[config.mk]
export PLATFORM = sky130hd
export DESIGN_NAME = rdq_ctrl
export DESIGN_NICKNAME = d
export VERILOG_FILES = /design/src/rdq_pkg.sv /design/src/rdq_ctrl.sv
export SDC_FILE = /design/constraint.sdc
export NUM_CORES = 1
export LEC_CHECK = 0
export ABC_AREA = 1
export BUFFER_PORTS_ARGS = -buffer_cell sky130_fd_sc_hd__buf_4
export CAP_MARGIN = 25
export CORE_AREA = 2 2 39 41
export CTS_CLUSTER_SIZE = 28
export DETAILED_ROUTE_END_ITERATION = 7
export DIE_AREA = 0 0 41 43
export GPL_ROUTABILITY_DRIVEN = 0
export HOLD_SLACK_MARGIN = 0.06
export SLEW_MARGIN = 30
export SYNTH_ARGS = -nofsm -noshare
export SYNTH_HDL_FRONTEND = slang
export SYNTH_SLANG_ARGS = --single-unit
export TNS_END_PERCENT = 1
[constraint.sdc]
create_clock -name clk -period 1.6 [get_ports clk]
set_clock_uncertainty 0.05 [all_clocks]
set_input_delay 0.16 -clock clk [delete_from_list [all_inputs] [get_ports clk]]
set_output_delay 0.16 -clock clk [all_outputs]
set_load 0.01 [all_outputs]
[src/rdq_pkg.sv]
// Package for the reversible deque: sizes, word types, opcodes, control structs, ring math.
`default_nettype none
package rdq_pkg;

  localparam int CAPACITY = 1024;
  localparam int IDX_W    = $clog2(CAPACITY);
  localparam int CNT_W    = $clog2(CAPACITY + 1);
  localparam int DATA_W   = 32;
  localparam int COUNT_W  = 11;

  typedef enum logic [1:0] {
    OP_PUSH_HEAD = 2'd0,
    OP_PUSH_TAIL = 2'd1,
    OP_POP_HEAD  = 2'd2,
    OP_REVERSE   = 2'd3
  } op_t;

  typedef struct packed {
    op_t                      op;
    logic signed [DATA_W-1:0] value_in;
  } req_t;

  typedef struct packed {
    logic                     ok;
    logic signed [DATA_W-1:0] value_out;
    logic [COUNT_W-1:0]       count;
  } rsp_t;

  typedef enum logic [1:0] {
    S_IDLE,
    S_EXEC,
    S_READ,
    S_OUT
  } state_t;

  typedef struct packed {
    logic load;
    logic exec;
    logic capture;
  } ctrl_cmd_t;

  typedef struct packed {
    logic read_pending;
  } dp_status_t;

  // Step off places around the ring, upward or downward; off is at most CAPACITY.
  function automatic logic [IDX_W-1:0] ring_move(input logic [IDX_W-1:0] pos,
                                                 input logic [CNT_W-1:0] off,
                                                 input logic up);
    logic [CNT_W:0] cap;
    logic [CNT_W:0] sum;
    cap = (CNT_W + 1)'(CAPACITY);
    if (up) begin
      sum = (CNT_W + 1)'(pos) + (CNT_W + 1)'(off);
    end else begin
      sum = (CNT_W + 1)'(pos) + cap - (CNT_W + 1)'(off);
    end
    if (sum >= cap) begin
      sum = sum - cap;
    end
    return sum[IDX_W-1:0];
  endfunction

endpackage
`default_nettype wire

[src/rdq_ctrl.sv]
// Controller FSM: sequences word intake, execution, RAM read and result hand-off.
`default_nettype none
module rdq_ctrl
  import rdq_pkg::*;
(
  input  wire logic       clk,
  input  wire logic       rst,
  input  wire logic       req_valid,
  output logic            req_stall,
  output logic            rsp_valid,
  input  wire logic       rsp_stall,
  input  wire dp_status_t status,
  output ctrl_cmd_t       cmd
);

  state_t state;
  state_t state_next;

  always_ff @(posedge clk) begin
    if (rst) begin
      state <= S_IDLE;
    end else begin
      state <= state_next;
    end
  end

  always_comb begin
    state_next = state;
    cmd        = '0;
    req_stall  = 1'b1;
    rsp_valid  = 1'b0;
    case (state)
      S_IDLE: begin
        req_stall = 1'b0;
        if (req_valid) begin
          cmd.load   = 1'b1;
          state_next = S_EXEC;
        end
      end
      S_EXEC: begin
        cmd.exec   = 1'b1;
        state_next = status.read_pending ? S_READ : S_OUT;
      end
      S_READ: begin
        cmd.capture = 1'b1;
        state_next  = S_OUT;
      end
      S_OUT: begin
        rsp_valid = 1'b1;
        if (!rsp_stall) begin
          // result leaves this cycle, so the next word may come in alongside
          req_stall = 1'b0;
          if (req_valid) begin
            cmd.load   = 1'b1;
            state_next = S_EXEC;
          end else begin
            state_next = S_IDLE;
          end
        end
      end
      default: begin
        state_next = S_IDLE;
      end
    endcase
  end

  a_load_then_exec: assert property (@(posedge clk) disable iff (rst)
    cmd.load |=> cmd.exec)
    else $error("load not followed by execute");

  a_capture_after_read: assert property (@(posedge clk) disable iff (rst)
    cmd.capture |-> ($past(cmd.exec) && $past(status.read_pending)))
    else $error("capture without a pending RAM read");

  a_no_load_while_busy: assert property (@(posedge clk) disable iff (rst)
    (cmd.exec || cmd.capture) |-> !cmd.load)
    else $error("new word loaded while one is in flight");

endmodule
`default_nettype wire

==> metrics.txt <==
Critical Path Start Type=register; routed wire length=452 um; Total Power=0.605 mW; Largest register FFs=2; fin. max-slew vios=0; DR DRC count=0; Final period util=0.964; Cell Chain, Critical Path=inv_1 -> ha_1 -> nor3_1 -> buf_4; Clock Path Buffers=2; Die Ht=about 43 um; top-area cell type share of the netlist area=0.298; clk slew on worst S/H paths=0.03 ns; slowest stage cell on the critical path=dfxtp_1; largest net degree at the start of global routing=6; IO Count=10; CTS tree=done; die area=1760 um2; final setup vio count=0; nets=55; Reg with most FFs=state; share of power burned in registers=0.174; relative max-transition margin=0.873; Hold Path End=state[1]$_SDFFE_PP0P_; Sw Pwr=0.259 mW; kind of path behind the tightest hold check=primary input to register; Starting DRT DRC Count=1; critical path arrival=1.33 ns; layout cell share with drive strength beyond 1=0.419; power per cell area=1830 nW/um2; post-route minimum period=around 1.5 ns; clock sink count=2; initial core utilization=0.152; core box area=1380 um2; Worst R2R Start=state[0]$_SDFFE_PP0P_; crit path max fanout=4; root buffer cell=clkbuf_4; Ys Warns=0; f_max=648 MHz; Final TNS setup=0 ns; Synth Area per Inst=7.01 um2; Worst R2R End=state[0]$_SDFFE_PP0P_; Placement Rows=14; n_diodes=0; depth of the CTS H-tree=1; worst skew pair latency=0.22 ns; # Post-CTS Setup Buffers=0; Via density=3.63; overflow left after global routing=0; Seq/Total Area, Yosys=0.190; distinct cell type count of the synthesized netlist=11; Worst Max-Slew Pin Slew=0.191 ns; Final Hold Fails=0; first-pass GRT wire length=690 um; CP Capture Type=primary output; initial antenna violation count=0; CP Class=register to primary output; Synth area leaders=ha_1, dfxtp_1, nand2_2; Leak=0.179 nW; cell area after synthesis=210 um2; Worst R2R Setup Slack=approximately 0.45 ns; hold path depth=4; Max IR drop VDD=a little over 0.9 mV; WP data required=1.39 ns; wire per inst=between 7 and 8 um; area grow syn2layout=57.7%; Comb power frac=0.645; Hold Crit Start=rsp_stall; RSZ-0062 raised after global routing=false; outcome=complete, no violations; switching share of power=0.427; Critical Path Max Stage Delay=0.35 ns; cells on worst reg2reg path=6; Seq cells post-synth=2; DR pass1 iterations=4; Clock Power Share=0.181; Pint=0.347 mW; net count after synthesis=40; DRT antenna net count=0; most area-hungry cell type in the Yosys netlist=ha_1; maxcap violations=0; die extent in x=between 40 and 50 um; Port Buf Inserts=9; vias in the first global route=193; Vias=214; TritonCTS buffer count=3; Top Registers=state (2); Post-Syn Instances=30; Tot GR Track Use=0.0621
## cell type report
type                       count  area [um2]
timing repair buffer          10        77.6
sequential                     2        41.3
tap                           16        20.0
clock buffer                   3        22.5
multi-input combinational     22         148
fill                         156        1050
inverter                       6        22.5
## cells in the mapped netlist (all sizes together)
cell and count:
ha 5, nor2 3, nand3 2, nor3 1, nand2 8, a21oi 2, inv 6, dfxtp 2
o21ai 1
## worst max-delay path, delay by kind of cell (launching register included)
| family | cells | cell delay (ns) |
|---|---|---|
| adder cells (fa/ha/maj) | 1 | 0.31 |
| flip-flops | 1 | 0.35 |
| AND/OR/NAND/NOR | 1 | 0.20 |
| buffers and inverters | 2 | 0.25 |
## layout by cell type, fill, tap and decap left out
cell / count
dfxtp_1: 1
dfxtp_2: 1
clkbuf_4: 3
buf_4: 9
nand2_1: 4
a21oi_2: 1
nor3_1: 1
dlygate4sd3_1: 1
nand2_2: 4
a21oi_1: 1
o21ai_0: 1
nand3_1: 2
nor2_1: 3
ha_1: 5
inv_1: 6
## worst max path at each step
| stage | start | endpoint | slack (ns) | depth (start not counted) |
|---|---|---|---|---|
| floorplan | state[1]$_SDFFE_PP0P_ | cmd[2] | 0.35 | 3 |
| global route | state[0]$_SDFFE_PP0P_ | cmd[2] | 0.007 | 4 |
| global placement | state[1]$_SDFFE_PP0P_ | cmd[2] | 0.27 | 4 |
| detailed placement | state[1]$_SDFFE_PP0P_ | cmd[2] | 0.29 | 4 |
| CTS | state[1]$_SDFFE_PP0P_ | cmd[2] | 0.02 | 4 |
| finish | state[0]$_SDFFE_PP0P_ | cmd[2] | 0.06 | 4 |
## power groups by stage
stage	clock network (mW)	registers (mW)	logic (mW)
floorplan	0	0.0963	0.259
global placement	0	0.104	0.389
detailed placement	0	0.103	0.394
CTS	0.117	0.104	0.397
global route	0.124	0.112	0.436
finish	0.109	0.105	0.391
## stage by stage
step                instances   util  hold slack [ns]  setup WS [ns]  cell area [um2]
floorplan                  30      -            0.172          0.350              210
global placement           55  0.215            0.279          0.272              298
detailed placement         55  0.215            0.284          0.289              298
CTS                        59  0.239            0.229         0.0226              330
global route               59  0.240            0.246        0.00729              332
finish                     59  0.240            0.221         0.0570              332
## routing by layer
layer	track usage	share of wire	vias to the layer above
li1	-	-	117
met1	0.0796	0.48	91
met2	0.0656	0.43	6
met3	0.0209	0.086	0
met4	0.0800	0	0
met5	0	0	-
## what timing repair did
item,CTS,global route
gates resized for setup,0,1
endpoints found under the setup margin,0,1
hold buffers,1,0
hold endpoints to repair,1,0
## kinds of logic (layout without fill, tap and decap cells)
family,after synthesis,in the layout,synth area share
AND/OR/NAND/NOR,14,14,0.315
buffers and inverters,6,19,0.107
adder cells (fa/ha/maj),5,5,0.298
AO/OA/AOI/OAI,3,3,0.0892
flip-flops,2,2,0.190
(Power assumes the default switching activity.)
